$ cat src/rtl/dap_pkg.sv
// Shared types and constants for the decimal text to integer parser.
// No dependencies; every other file of the block imports this package.
package dap_pkg;

	localparam int unsigned CH_W     = 8;
	localparam int unsigned VALUE_W  = 32;
	localparam int unsigned STATUS_W = 2;
	localparam int unsigned MODE_W   = 2;
	localparam int unsigned CFG_IDX_W  = 2;
	localparam int unsigned CFG_DATA_W = 2;

	// Characters of interest.
	localparam logic [CH_W-1:0] CH_NUL   = 8'h00;
	localparam logic [CH_W-1:0] CH_MINUS = 8'h2D;
	localparam logic [CH_W-1:0] CH_PLUS  = 8'h2B;
	localparam logic [CH_W-1:0] CH_ZERO  = 8'h30;
	localparam logic [CH_W-1:0] CH_NINE  = 8'h39;
	localparam logic [CH_W-1:0] CH_TAB   = 8'h09;
	localparam logic [CH_W-1:0] CH_CR    = 8'h0D;
	localparam logic [CH_W-1:0] CH_SPACE = 8'h20;

	// Largest magnitude that may still be multiplied by ten.
	localparam logic [VALUE_W-1:0] LIM_32 = 32'd214748364;
	localparam logic [VALUE_W-1:0] LIM_16 = 32'd3276;
	localparam logic [VALUE_W-1:0] MAX_32 = 32'h7FFF_FFFF;
	localparam logic [VALUE_W-1:0] MAX_16 = 32'h0000_7FFF;

	// Result status codes.
	localparam logic [STATUS_W-1:0] ST_OK     = 2'd0;
	localparam logic [STATUS_W-1:0] ST_WARN   = 2'd1;
	localparam logic [STATUS_W-1:0] ST_RANGE  = 2'd2;
	localparam logic [STATUS_W-1:0] ST_SYNTAX = 2'd3;

	// Compatibility modes; any other code behaves as the third mode.
	localparam logic [MODE_W-1:0] MODE_STRICT  = 2'd0;
	localparam logic [MODE_W-1:0] MODE_LENIENT = 2'd1;

	// Configuration register indexes.
	localparam logic [CFG_IDX_W-1:0] REG_RESULT_WIDTH = 2'd0;
	localparam logic [CFG_IDX_W-1:0] REG_COMPAT_MODE  = 2'd1;
	localparam logic [CFG_IDX_W-1:0] REG_SATURATE     = 2'd2;

	typedef struct packed {
		logic              result_width;
		logic [MODE_W-1:0] compat_mode;
		logic              saturate;
	} cfg_t;

	typedef struct packed {
		logic signed [VALUE_W-1:0] value;
		logic [STATUS_W-1:0]       status;
	} res_t;

endpackage

$ cat src/rtl/dap_parser.sv
// Parse state and per-byte update logic: whitespace, sign, digit accumulation
// with overflow check, trailing handling and the result at the NUL byte. Uses dap_pkg.
module dap_parser import dap_pkg::*; (
	input  logic            clk,
	input  logic            arst_n,
	input  logic            step,
	input  logic [CH_W-1:0] ch,
	input  cfg_t            cfg,
	output res_t            res
);

	typedef enum logic [2:0] {
		PH_LEADING,
		PH_AFTER_SIGN,
		PH_DIGITS,
		PH_TRAILING,
		PH_IGNORE
	} phase_t;

	phase_t              phase_q, phase_d;
	logic [VALUE_W-1:0]  accum_q, accum_d;
	logic                negative_q, negative_d;
	logic                decided_q, decided_d;
	logic [STATUS_W-1:0] dstatus_q, dstatus_d;

	logic               is_ws, is_dig;
	logic [3:0]         dig;
	logic [VALUE_W-1:0] max_pos, lim, acc_x10, sat_value;
	logic               mag_over;

	assign is_ws   = (ch >= CH_TAB && ch <= CH_CR) || ch == CH_SPACE;
	assign is_dig  = ch >= CH_ZERO && ch <= CH_NINE;
	assign dig     = ch[3:0];
	assign max_pos = cfg.result_width ? MAX_32 : MAX_16;
	assign lim     = cfg.result_width ? LIM_32 : LIM_16;
	// Times ten as two shifted adds, plus the new digit.
	assign acc_x10 = {accum_q[VALUE_W-4:0], 3'b000} + {accum_q[VALUE_W-2:0], 1'b0}
		+ {{(VALUE_W-4){1'b0}}, dig};
	// The negative limit is one more than the positive one: -(max+1) is ~max.
	assign sat_value = negative_q ? ~max_pos : max_pos;
	assign mag_over  = negative_q ? (accum_q > max_pos + 32'd1) : (accum_q > max_pos);

	always_comb begin
		logic first, digits, trail;
		first  = 1'b0;
		digits = 1'b0;
		trail  = 1'b0;
		phase_d    = phase_q;
		accum_d    = accum_q;
		negative_d = negative_q;
		decided_d  = decided_q;
		dstatus_d  = dstatus_q;
		if (ch != CH_NUL) begin
			if (!decided_q) begin
				case (phase_q)
					PH_LEADING: begin
						if (is_ws) begin
						end else if (ch == CH_MINUS) begin
							negative_d = 1'b1;
							phase_d    = PH_AFTER_SIGN;
						end else if (ch == CH_PLUS) begin
							phase_d = PH_AFTER_SIGN;
						end else begin
							first = 1'b1;
						end
					end
					PH_AFTER_SIGN: first  = 1'b1;
					PH_DIGITS:     digits = 1'b1;
					PH_TRAILING:   trail  = 1'b1;
					default: ;
				endcase
			end
			// First character after whitespace and sign.
			if (first) begin
				if (is_dig) begin
					digits = 1'b1;
				end else if (cfg.compat_mode == MODE_STRICT) begin
					decided_d = 1'b1;
					dstatus_d = ST_SYNTAX;
				end else if (cfg.compat_mode == MODE_LENIENT) begin
					decided_d = 1'b1;
					dstatus_d = ST_OK;
				end else begin
					trail = 1'b1;
				end
			end
			if (digits) begin
				if (is_dig) begin
					phase_d = PH_DIGITS;
					if (accum_q > lim) begin
						decided_d = 1'b1;
						dstatus_d = cfg.saturate ? ST_WARN : ST_RANGE;
					end else begin
						accum_d = acc_x10;
					end
				end else begin
					trail = 1'b1;
				end
			end
			if (trail) begin
				if (is_ws) begin
					phase_d = PH_TRAILING;
				end else if (cfg.compat_mode == MODE_LENIENT) begin
					phase_d = PH_IGNORE;
				end else begin
					decided_d = 1'b1;
					dstatus_d = ST_SYNTAX;
				end
			end
		end else begin
			// The terminator returns the parse state to its start.
			phase_d    = PH_LEADING;
			accum_d    = '0;
			negative_d = 1'b0;
			decided_d  = 1'b0;
			dstatus_d  = ST_OK;
		end
	end

	// Result for a terminator arriving in the current state.
	always_comb begin
		logic                d;
		logic [STATUS_W-1:0] ds;
		d  = decided_q;
		ds = dstatus_q;
		res.value  = '0;
		res.status = ST_OK;
		if (!d && (phase_q == PH_LEADING || phase_q == PH_AFTER_SIGN)) begin
			d  = 1'b1;
			ds = (cfg.compat_mode == MODE_STRICT) ? ST_SYNTAX : ST_OK;
		end
		if (!d && mag_over) begin
			d  = 1'b1;
			ds = cfg.saturate ? ST_WARN : ST_RANGE;
		end
		if (d) begin
			res.status = ds;
			res.value  = (ds == ST_WARN) ? sat_value : '0;
		end else begin
			res.value = negative_q ? (32'd0 - accum_q) : accum_q;
		end
	end

	always_ff @(posedge clk or negedge arst_n) begin
		if (!arst_n) begin
			phase_q    <= PH_LEADING;
			accum_q    <= '0;
			negative_q <= 1'b0;
			decided_q  <= 1'b0;
			dstatus_q  <= ST_OK;
		end else if (step) begin
			phase_q    <= phase_d;
			accum_q    <= accum_d;
			negative_q <= negative_d;
			decided_q  <= decided_d;
			dstatus_q  <= dstatus_d;
		end
	end

endmodule

$ cat config.mk
export PLATFORM = sky130hd
export DESIGN_NAME = dap_parser
export DESIGN_NICKNAME = d
export VERILOG_FILES = /design/src/rtl/dap_pkg.sv /design/src/rtl/dap_parser.sv
export SDC_FILE = /design/constraint.sdc
export NUM_CORES = 1
export LEC_CHECK = 0
export ABC_AREA = 0
export BUFFER_PORTS_ARGS = -buffer_cell sky130_fd_sc_hd__buf_4
export CAP_MARGIN = 10
export CORE_MARGIN = 1.5
export CORE_UTILIZATION = 56
export DETAILED_ROUTE_END_ITERATION = 6
export MAX_ROUTING_LAYER = met4
export PLACE_DENSITY = 0.79
export SYNTH_ARGS = -nofsm -noshare
export SYNTH_HDL_FRONTEND = slang
export SYNTH_SLANG_ARGS = --single-unit
$ cat constraint.sdc
create_clock -name clk -period 3.6 [get_ports clk]
set_input_delay 0.72 -clock clk [delete_from_list [all_inputs] [get_ports clk]]
set_output_delay 0.72 -clock clk [all_outputs]
set_load 0.005 [all_outputs]
Yosys cells after proc, flatten, opt, wreduce, memory -nomap -nowiden

Index checks and enable logic that the tools add are counted.

Add/sub/neg operators: 4
Bitwise operators: 1
Reductions and logical operators: 13
Multiplexer cells: 76
Equality and inequality tests: 15
$lt $le $gt $ge: 7

Operator list:

| kind                                                           | number |
|---|---|
| two-way mux 32 bit                                             | 8 |
| two-way mux 1 bit                                              | 38 |
| two-way mux 3 bit                                              | 11 |
| adder 31 x 1 -> 32 bit, second input constant                  | 1 |
| adder 32 bit                                                   | 1 |
| adder 32 x 4 -> 32 bit                                         | 1 |
| greater-than comparator 32 x 28 -> 1 bit                       | 1 |
| greater-than comparator 32 x 31 -> 1 bit                       | 1 |
| greater-than comparator 32 bit                                 | 1 |
| two-way mux 2 bit                                              | 16 |
| inverter 31 -> 32 bit                                          | 1 |
| subtractor 1 x 32 -> 32 bit, first input constant              | 1 |
| two-way mux 31 bit                                             | 1 |
| two-way mux 28 bit                                             | 1 |
| equality test 8 x 6 -> 1 bit, second input constant            | 3 |
| >= comparator 8 x 4 -> 1 bit, second input constant            | 1 |
| >= comparator 8 x 6 -> 1 bit, second input constant            | 1 |
| less-or-equal comparator 8 x 4 -> 1 bit, second input constant | 1 |
| less-or-equal comparator 8 x 6 -> 1 bit, second input constant | 1 |
| inequality test 2 bit, second input constant                   | 4 |
| nonzero test 8 bit                                             | 1 |
| equality test 3 x 2 -> 1 bit, second input constant            | 2 |
| inequality test 2 x 1 -> 1 bit, second input constant          | 3 |
| AND reduction 5 bit                                            | 1 |
| 9 further kinds                                                | 15 |

Register bits after elaboration: 39

Depth between registers and ports, before layout

Gate-level depths: netlist of run 1.

Word-level depth: 15
Depth in mapped cells: 12
Gate-level depth less buffers: 12

Worst setup path after synthesis of run 1

No wires, ideal clock.

Path kind: in2out
From: in cfg[3] (netlist bit)
To: out res[10] (netlist bit)
Arrival time: 3,160 ps
Slack: -280 ps
Buffers on the path: 1
Stages on the path: 11
Cells stage by stage: inv_1 ha_1 a21o_1 a21o_1 a221o_1 a211o_1 o21ai_1 nand3_2 nand3b_1 buf_2 o21ai_1

RTL lines:

| item               | RTL line        | source |
|---|---|---|
| start: declaration | dap_parser.sv:8 | `input cfg_t cfg,` |
| end: declaration   | dap_parser.sv:9 | `output res_t res` |

==> flow_summary.json, run 1 <==
{
  "vias_per_cell": 6.38,
  "fin_skew_ns": 0.00547,
  "drv_slew": 0,
  "path_max_fanout": 9,
  "cp_data_arrival_time_ns": 3.09,
  "dominantRegCellSynth": "dfrtp_1",
  "cts_inserted_buffers": 5,
  "peakVddDrop_mv": 0.339,
  "synth.area.top_cells": "ha_1, dfrtp_1, xor2_1, o21ai_1, nand3_1",
  "most-common-layout-cells": "buf_4, ha_1, nand2_1",
  "die_y_um": 100,
  "grt_max_degree": 40,
  "finalCritPeriodShare": 1.06,
  "first_pass_iters": 5,
  "synth_cell_type_count": 71,
  "synth_edf_count": 0,
  "power_mw": 1.81,
  "period_needed_ns": 3.81,
  "synth_area_um2": 5280,
  "ctsHoldBuffers": 0,
  "syn_nets": 762,
  "start_util": 0.574,
  "antenna_found_initial": 0,
  "start_kind": "input port",
  "setup_viol": 32,
  "crit_type": "in2out",
  "clock-sinks": 39,
  "ant_nets": 0,
  "drive_above_1_share": 0.228,
  "status": "complete, but fails checks",
  "crit_slowest_cell": "ha_1",
  "grt_overflow_total": 0,
  "synth_cells": 666,
  "critPathBufInv": 6,
  "syn_avg_cell_area_um2": 7.93,
  "whs_ns": 0.391,
  "h-tree-depth": 2,
  "tightest_slew_ns": 1.17,
  "leakagePower_nw": 3.21,
  "drc": 0,
  "die_w_um": 100,
  "powerDensity_nw_per_um2": 274,
  "row_count": 35,
  "critPathRequiredTime_ns": 2.88,
  "postLayoutSetupSlackWorst_ns": -0.211,
  "multi_input_area_um2": 4310,
  "place_hpwl_um": 11800,
  "routed_wl_um": 15200,
  "wl_per_cell_um": 17.5,
  "grt.total_usage": 0.314,
  "rrSetupSlack_ns": 0.23,
  "clockRootBuffer": "clkbuf_8",
  "yosys.area.top_type": "ha_1",
  "fmax_mhz": 262,
  "rsz0062_at_grt": "yes",
  "hold_viol": 0,
  "crit_family": "buffers and inverters",
  "layout.nets": 855,
  "io_buffers": 48,
  "grt_pass1_wl_um": 24800,
  "vias": 5555,
  "post-route-util": 0.716,
  "seq_area_um2": 976,
  "hp-class": "in2async",
  "relSlewSlack": 0.215,
  "yosysSeqAreaShare": 0.185,
  "synth_seq_cells": 39,
  "fill_cells": 749,
  "clock_latency_ns": 0.29,
  "ys_warn_count": 0,
  "yosysTopAreaCellShare": 0.187,
  "clockBufferDepth": 2,
  "violations": "negative setup slack",
  "io_pins": 49,
  "path_clk_slew_ns": 0.08,
  "endpoint_kind": "output pin",
  "area_growth_pct": 24.6,
  "cts_tree": "built",
  "core_um2": 9200,
  "gp_congestion": 1.01,
  "final_common_cell": "buf_4",
  "antenna_cells_inserted": 0,
  "max_cap_viol_count": 0,
  "crit_chain": "buf_8 > clkinvlp_4 > buf_6 > buf_4 > ha_1 > and4_4 > a211o_1 > o21ai_2 > nand3_2 > buf_8 > nand3_2 > o21ai_1 > buf_4",
  "synthArstFlopShare": 1.00,
  "die-area_um2": 10000,
  "initialDrtViolationCount": 324,
  "setup_tns_ns": -5.35,
  "slowest_delay_ns": 0.33,
  "grt_pass1_vias": 5261
}
==> what timing repair did <==
item,CTS,global route
resized for setup,23,9
pin swaps,8,3
buffers inserted,1,2
setup endpoints to repair,34,35
gates cloned,2,1
==> worst paths after layout <==
kind                                     startpoint                  endpoint  cells after the start
hold reg to reg            dstatus_q[0]$_DFFE_PN0P_  dstatus_q[0]$_DFFE_PN0P_                      1
min in group clk           dstatus_q[0]$_DFFE_PN0P_  dstatus_q[0]$_DFFE_PN0P_                      1
hold / removal                               arst_n    phase_q[0]$_DFFE_PN0P_                      1
setup / recovery                             cfg[3]                   res[30]                     13
setup reg to reg             accum_q[0]$_DFFE_PN0P_   accum_q[28]$_DFFE_PN0P_                     12
max in group asynchronous                    arst_n   accum_q[22]$_DFFE_PN0P_                      1
==> where the power goes <==
part           internal [mW]  switching (mW)
clock network          0.277           0.157
logic                  0.392           0.447
registers              0.477          0.0561
total                   1.15           0.660
==> cells by family (layout without fill, tap and decap cells) <==
group	Yosys count	count (layout)	share of synthesized area
adders and majority gates	81	81	0.195
and+or+nand+nor	221	222	0.222
xor gates and xnor gates	59	59	0.0978
DFF	39	39	0.185
buffers and inverters	43	136	0.0341
AOI/OAI and AO/OA	221	221	0.262
muxes	2	2	0.00403
==> flip-flops by register name, summed over array words and instances (netlist names) <==
signal,flops
accum_q,32
decided_q,1
dstatus_q,2
negative_q,1
phase_q,3
==> synthesized netlist by cell type (3+ instances only) <==
library cell  count
o31ai_1           8
and3_1            3
xor2_1           45
o221ai_1          3
nor2b_1           8
nor2_1           41
xnor2_1          14
nor3_1           17
nand4_1          13
clkbuf_1         19
or3_1             4
o21a_1            6
a31oi_1           5
o41ai_1           5
o21ai_0          28
a211o_1           3
inv_1            17
a21o_1           16
or4_4             3
a211oi_1          6
o21bai_1          4
nand3b_1          3
a31o_2            4
o21ai_1          64
nand2b_1          8
nor4b_1           3
a21oi_1          38
dfrtp_1          39
nor4_1            4
o211ai_1          9
buf_2             3
nand2_1          49
ha_1             79
nand3_1          46
==> through the flow <==
step | cell area [um^2] | cells | setup WS (ns)
2_1_floorplan | 5360 | 666 | -0.0240
3_3_place_gp | 6240 | 859 | -0.197
3_5_place_dp | 6240 | 859 | -0.253
4_1_cts | 6530 | 870 | -0.125
5_1_grt | 6580 | 871 | -0.323
6_report | 6580 | 871 | -0.211
==> area by class of cell <==
type | count | area share
clock inverter | 2 | 0.00912
tap | 111 | 0.0211
sequential | 39 | 0.148
clock buffer | 6 | 0.0110
inverter | 17 | 0.0103
timing repair buffer | 111 | 0.146
multi-input combinational | 585 | 0.655
==> routing by layer <==
metal	share of wire	track usage
met5	0	-
met4	0.024	0.0975
met3	0.042	0.0230
met2	0.46	0.507
met1	0.47	0.424
(Power assumes the default switching activity.)
==> run 2, diff against run 1 <==
--- a/config.mk
+++ b/config.mk
@@ -11,8 +11,8 @@
 export CORE_MARGIN = 1.5
 export CORE_UTILIZATION = 56
 export DETAILED_ROUTE_END_ITERATION = 6
-export MAX_ROUTING_LAYER = met4
 export PLACE_DENSITY = 0.79
 export SYNTH_ARGS = -nofsm -noshare
 export SYNTH_HDL_FRONTEND = slang
 export SYNTH_SLANG_ARGS = --single-unit
+export TNS_END_PERCENT = 100
==> run 2 against run 1 <==
Compared with the run above:
- the flow still finishes with violations (negative setup slack)
- core utilization up 1.6 points
- global-route usage decreased by 0.49 points
- wire length shrank 0.85%
- hold slack lost 0.011 ns
- via count is 0.34% lower
- sequential power is essentially flat
- combinational power up 3.2%
- setup slack got worse by 0.066 ns
- highest routed layer unchanged
==> flow_summary.json, run 2 (synthesized netlist as in run 1, its figures left out) <==
{
  "status": "complete, but fails checks",
  "violations": "negative setup slack",
  "relSlewSlack": 0.348,
  "area_growth_pct": 27.3,
  "drc": 0,
  "stdcell_count": 877,
  "antenna_found_initial": 0,
  "cp_data_arrival_time_ns": 3.16,
  "ctsHoldBuffers": 0,
  "rrSetupSlack_ns": 0.17,
  "io_buffers": 48,
  "whs_ns": 0.381,
  "dpl_cell_area_um2": 6250,
  "leakagePower_nw": 3.25,
  "largest_reg_flops": 32,
  "initialDrtViolationCount": 356,
  "drv_slew": 0,
  "drive_above_1_share": 0.238,
  "endpoint_kind": "output pin",
  "setup_viol": 34,
  "die_y_um": 100,
  "max_cap_viol_count": 0,
  "wl_per_cell_um": 17.2,
  "power_mw": 1.84,
  "rsz0062_at_grt": "yes",
  "peakVddDrop_mv": 0.215,
  "postLayoutCellArea_um2": 6730,
  "most-common-layout-cells": "buf_4, ha_1, o21ai_1",
  "start_util": 0.574,
  "cts_tree": "built",
  "path_max_fanout": 7,
  "grt_overflow_total": 0,
  "hp-class": "in2async",
  "fill_cells": 692,
  "setup_tns_ns": -6.66,
  "grt.total_usage": 0.309,
  "multi_input_area_um2": 4360,
  "die-area_um2": 10000,
  "ant_nets": 0,
  "cts_inserted_buffers": 5,
  "vias_per_cell": 6.31,
  "largestRegisters": "accum_q (32), phase_q (3), dstatus_q (2)",
  "antenna_cells_inserted": 0,
  "pre_cts_slack_ns": -0.244,
  "first_pass_iters": 4,
  "tightest_slew_ns": 0.969,
  "vias": 5536,
  "fin_skew_ns": 0.00829,
  "r2r-end": "accum_q[31]$_DFFE_PN0P_",
  "core_um2": 9200,
  "period_needed_ns": 3.88,
  "fmax_mhz": 258,
  "postLayoutSetupSlackWorst_ns": -0.277,
  "clockRootBuffer": "clkbuf_8",
  "clock-sinks": 39,
  "h-tree-depth": 2,
  "grt_pass1_wl_um": 25200,
  "rr_startpoint": "accum_q[0]$_DFFE_PN0P_",
  "post-route-util": 0.731,
  "layout.nets": 861,
  "die_w_um": 100,
  "grt_pass1_vias": 5307,
  "finalCritPeriodShare": 1.08,
  "hold_viol": 0,
  "final_common_cell": "buf_4",
  "powerDensity_nw_per_um2": 274,
  "routed_wl_um": 15100,
  "r2r_cells": 11,
  "seq_area_um2": 976,
  "io_pins": 49,
  "crit_type": "in2out",
  "dp.cells": 858,
  "regMostFlops": "accum_q",
  "row_count": 35,
  "start_kind": "input port",
  "clockBufferDepth": 2,
  "gp_congestion": 0.982,
  "path_clk_slew_ns": 0.09,
  "clock_latency_ns": 0.30,
  "critPathRequiredTime_ns": 2.88,
  "grt_max_degree": 40,
  "place_hpwl_um": 11400
}
## run 2: cell types whose count changed in the layout (fill, tap and decap cells not counted), sizes merged
cell | before | now
nand3 | 48 | 47
buf | 111 | 118
## run 2: timing repair
item,4_1_cts,5_1_grt
setup endpoints to repair,34,34
pin swaps,4,4
buffers inserted,6,2
gates cloned,4,0
resized for setup,22,15
## run 2: critical path, stage by stage
cell	delay (ns)
buf_8	0.08
clkinvlp_4	0.11
buf_6	0.16
ha_4	0.21
a21o_1	0.15
a21o_1	0.15
a221o_1	0.32
a211o_1	0.27
o21ai_2	0.16
nand3_2	0.15
nand3b_1	0.21
buf_6	0.15
buf_12	0.11
o21ai_1	0.07
buf_4	0.13
## run 2: worst max path at each step
stage                       from       to  slack [ns]  cells after the start
after floorplan           cfg[3]  res[10]       -0.02                     11
after global placement    cfg[3]  res[29]       -0.19                     15
after detailed placement  cfg[3]  res[31]       -0.24                     15
after CTS                 cfg[3]  res[12]       -0.16                     15
after global routing      cfg[3]  res[11]       -0.37                     17
final                     cfg[3]   res[4]       -0.28                     15
## run 2: power breakdown
group	switching (mW)	internal, mW
clock	0.170	0.277
combinational	0.456	0.410
sequential	0.0527	0.477
## run 2: cell type report
| cell class | instances | area share |
|---|---|---|
| clock buffer | 6 | 0.0108 |
| sequential | 39 | 0.145 |
| inverter | 17 | 0.0100 |
| timing repair buffer | 118 | 0.157 |
| multi-input combinational | 584 | 0.648 |
| clock inverter | 2 | 0.00893 |
| tap | 111 | 0.0206 |
## run 2: layer usage
layer	vias to the layer above	GRT usage	wire (um)
met5	-	0	0
met4	0	0.106	404
met3	39	0.0390	919
met2	206	0.515	7000
met1	2579	0.416	6760
li1	2712	-	-
==> run 3, diff against run 2 <==
--- a/config.mk
+++ b/config.mk
@@ -8,6 +8,7 @@
 export ABC_AREA = 0
 export BUFFER_PORTS_ARGS = -buffer_cell sky130_fd_sc_hd__buf_4
 export CAP_MARGIN = 10
+export CORE_ASPECT_RATIO = 0.9
 export CORE_MARGIN = 1.5
 export CORE_UTILIZATION = 56
 export DETAILED_ROUTE_END_ITERATION = 6
==> constraint.sdc (replaced) <==
create_clock -name clk -period 3.55 [get_ports clk]
set_input_delay 0.71 -clock clk [delete_from_list [all_inputs] [get_ports clk]]
set_output_delay 0.71 -clock clk [all_outputs]
set_load 0.005 [all_outputs]
==> run 3 against run 2 <==
Compared with the run above:
- the run still ends with negative setup slack left
- first-iteration DRC count rose by 32%
- setup slack worse by 0.049 ns
- die area is essentially flat
- hold slack worse by 0.0054 ns
- clock skew is 0.0037 ns lower
- sequential power rose by 2%
- critical path type unchanged
==> flow_summary.json, run 3 (synthesized netlist as in run 1, its figures left out) <==
{
  "status": "complete, but fails checks",
  "violations": "negative setup slack",
  "drv_slew": 0,
  "max_cap_viol_count": 0,
  "most-common-layout-cells": "buf_4, ha_1, o21ai_1",
  "pre_cts_slack_ns": -0.305,
  "io_pins": 49,
  "rsz0062_at_grt": "yes",
  "cts_inserted_buffers": 5,
  "antenna_cells_inserted": 0,
  "drive_above_1_share": 0.221,
  "drc": 0,
  "swShare": 0.401,
  "endpoint_kind": "output pin",
  "gp_congestion": 0.937,
  "finalCritPeriodShare": 1.09,
  "largest_reg_flops": 32,
  "p_clk_frac": 0.178,
  "vias_per_cell": 6.40,
  "regMostFlops": "accum_q",
  "clock-sinks": 39,
  "antenna_found_initial": 0,
  "final_common_cell": "buf_4",
  "place_hpwl_um": 12400,
  "comb_power_share": 0.498,
  "largestRegisters": "accum_q (32), phase_q (3), dstatus_q (2)",
  "rr_startpoint": "accum_q[15]$_DFFE_PN0P_",
  "post-route-util": 0.709,
  "cp-startpoint": "cfg[3]",
  "layout.nets": 861,
  "area_growth_pct": 22.5,
  "powerDensity_nw_per_um2": 259,
  "setup_tns_ns": -9.27,
  "die_y_um": 95.1,
  "grt_max_degree": 40,
  "hold_viol": 0,
  "fill_cells": 736,
  "start_util": 0.579,
  "postLayoutSetupSlackWorst_ns": -0.326,
  "die-area_um2": 10000,
  "h-tree-depth": 2,
  "clockRootBuffer": "clkbuf_8",
  "initialDrtViolationCount": 471,
  "fmax_mhz": 258,
  "relSlewSlack": 0.555,
  "row_count": 33,
  "grt_overflow_total": 0,
  "hp-class": "in2async",
  "peakVddDrop_mv": 0.185,
  "vias": 5683,
  "grt_pass1_wl_um": 25200,
  "routed_wl_um": 15900,
  "critPathRequiredTime_ns": 2.84,
  "crit_type": "in2out",
  "clock_latency_ns": 0.30,
  "pwr-share-seq": 0.324,
  "setup_viol": 34,
  "ctsHoldBuffers": 0,
  "start_kind": "input port",
  "period_needed_ns": 3.88,
  "wl_per_cell_um": 17.9,
  "path_max_fanout": 7,
  "ant_nets": 0,
  "leakagePower_nw": 3.17,
  "first_pass_iters": 5,
  "cts_tree": "built",
  "grt.total_usage": 0.315,
  "grt_pass1_vias": 5315,
  "clockBufferDepth": 2,
  "tightest_slew_ns": 0.667,
  "p_int_mw": 1.00,
  "power_mw": 1.67,
  "fin_skew_ns": 0.00461,
  "path_clk_slew_ns": 0.07,
  "cp_data_arrival_time_ns": 3.17,
  "p_switching_mw": 0.671,
  "die_w_um": 105,
  "core_um2": 9130,
  "io_buffers": 48
}
==> run 3: cell type report <==
class / instances / area (um^2) / area share
multi-input cells: 584 / 4250 / 0.656
flip-flops and latches: 39 / 976 / 0.151
repair buffers: 118 / 946 / 0.146
well taps: 122 / 153 / 0.0236
clock buffers: 7 / 76.3 / 0.0118
inverters: 17 / 67.6 / 0.0104
clock inverters: 1 / 5.00 / 0.000774
==> run 3: per-stage QoR <==
stage | instance area [um^2] | instances | hold WS, ns
after floorplan | 5360 | 666 | 0.414
after detailed placement | 6240 | 875 | 0.548
after CTS | 6380 | 884 | 0.393
final | 6470 | 888 | 0.375
after global placement | 6240 | 875 | 0.521
after global routing | 6470 | 888 | 0.420
==> run 3: path summary, 6_finish.rpt <==
| path | endpoint | slack (ns) | cells past startpoint |
|---|---|---|---|
| worst max-delay path | res[21] | -0.33 | 14 |
| worst min-delay path | accum_q[2]$_DFFE_PN0P_ | 0.38 | 1 |
| worst max register to register | accum_q[29]$_DFFE_PN0P_ | 0.28 | 10 |
| worst min register to register | dstatus_q[0]$_DFFE_PN0P_ | 0.57 | 1 |
| max in group asynchronous | accum_q[20]$_DFFE_PN0P_ | 2.83 | 1 |
| min in group clk | dstatus_q[0]$_DFFE_PN0P_ | 0.57 | 1 |
==> run 3: critical path: stages <==
cell and delay [ns]:
buf_8 0.08, clkinvlp_4 0.17, buf_6 0.19, ha_1 0.31, a21oi_1 0.20, o21ai_0 0.11
a211oi_1 0.24, o22ai_1 0.15, o21ai_2 0.22, nand3_4 0.13, buf_4 0.21, clkbuf_16 0.15
o21ai_1 0.15, buf_4 0.13
==> run 3: routing by layer <==
metal  global-route usage  up-vias  routed length, um
met1                0.399     2680               6920
met5                    0        -                  0
li1                     -     2712                  -
met2                0.559      242               7650
met4                0.115        0                483
met3               0.0314       49                887
==> run 3: power groups by stage <==
stage / Clock [mW] / Sequential [mW] / Combinational [mW]
2_1_floorplan: 0 / 0.538 / 0.488
3_3_place_gp: 0 / 0.548 / 0.756
3_5_place_dp: 0 / 0.549 / 0.781
4_1_cts: 0.299 / 0.541 / 0.797
5_1_grt: 0.316 / 0.549 / 0.910
6_report: 0.297 / 0.542 / 0.833
==> run 3: timing repair <==
action,CTS,global route
gates cloned,1,1
endpoints found under the setup margin,34,39
resized for setup,11,11
pin swaps,3,4
buffers inserted,0,3
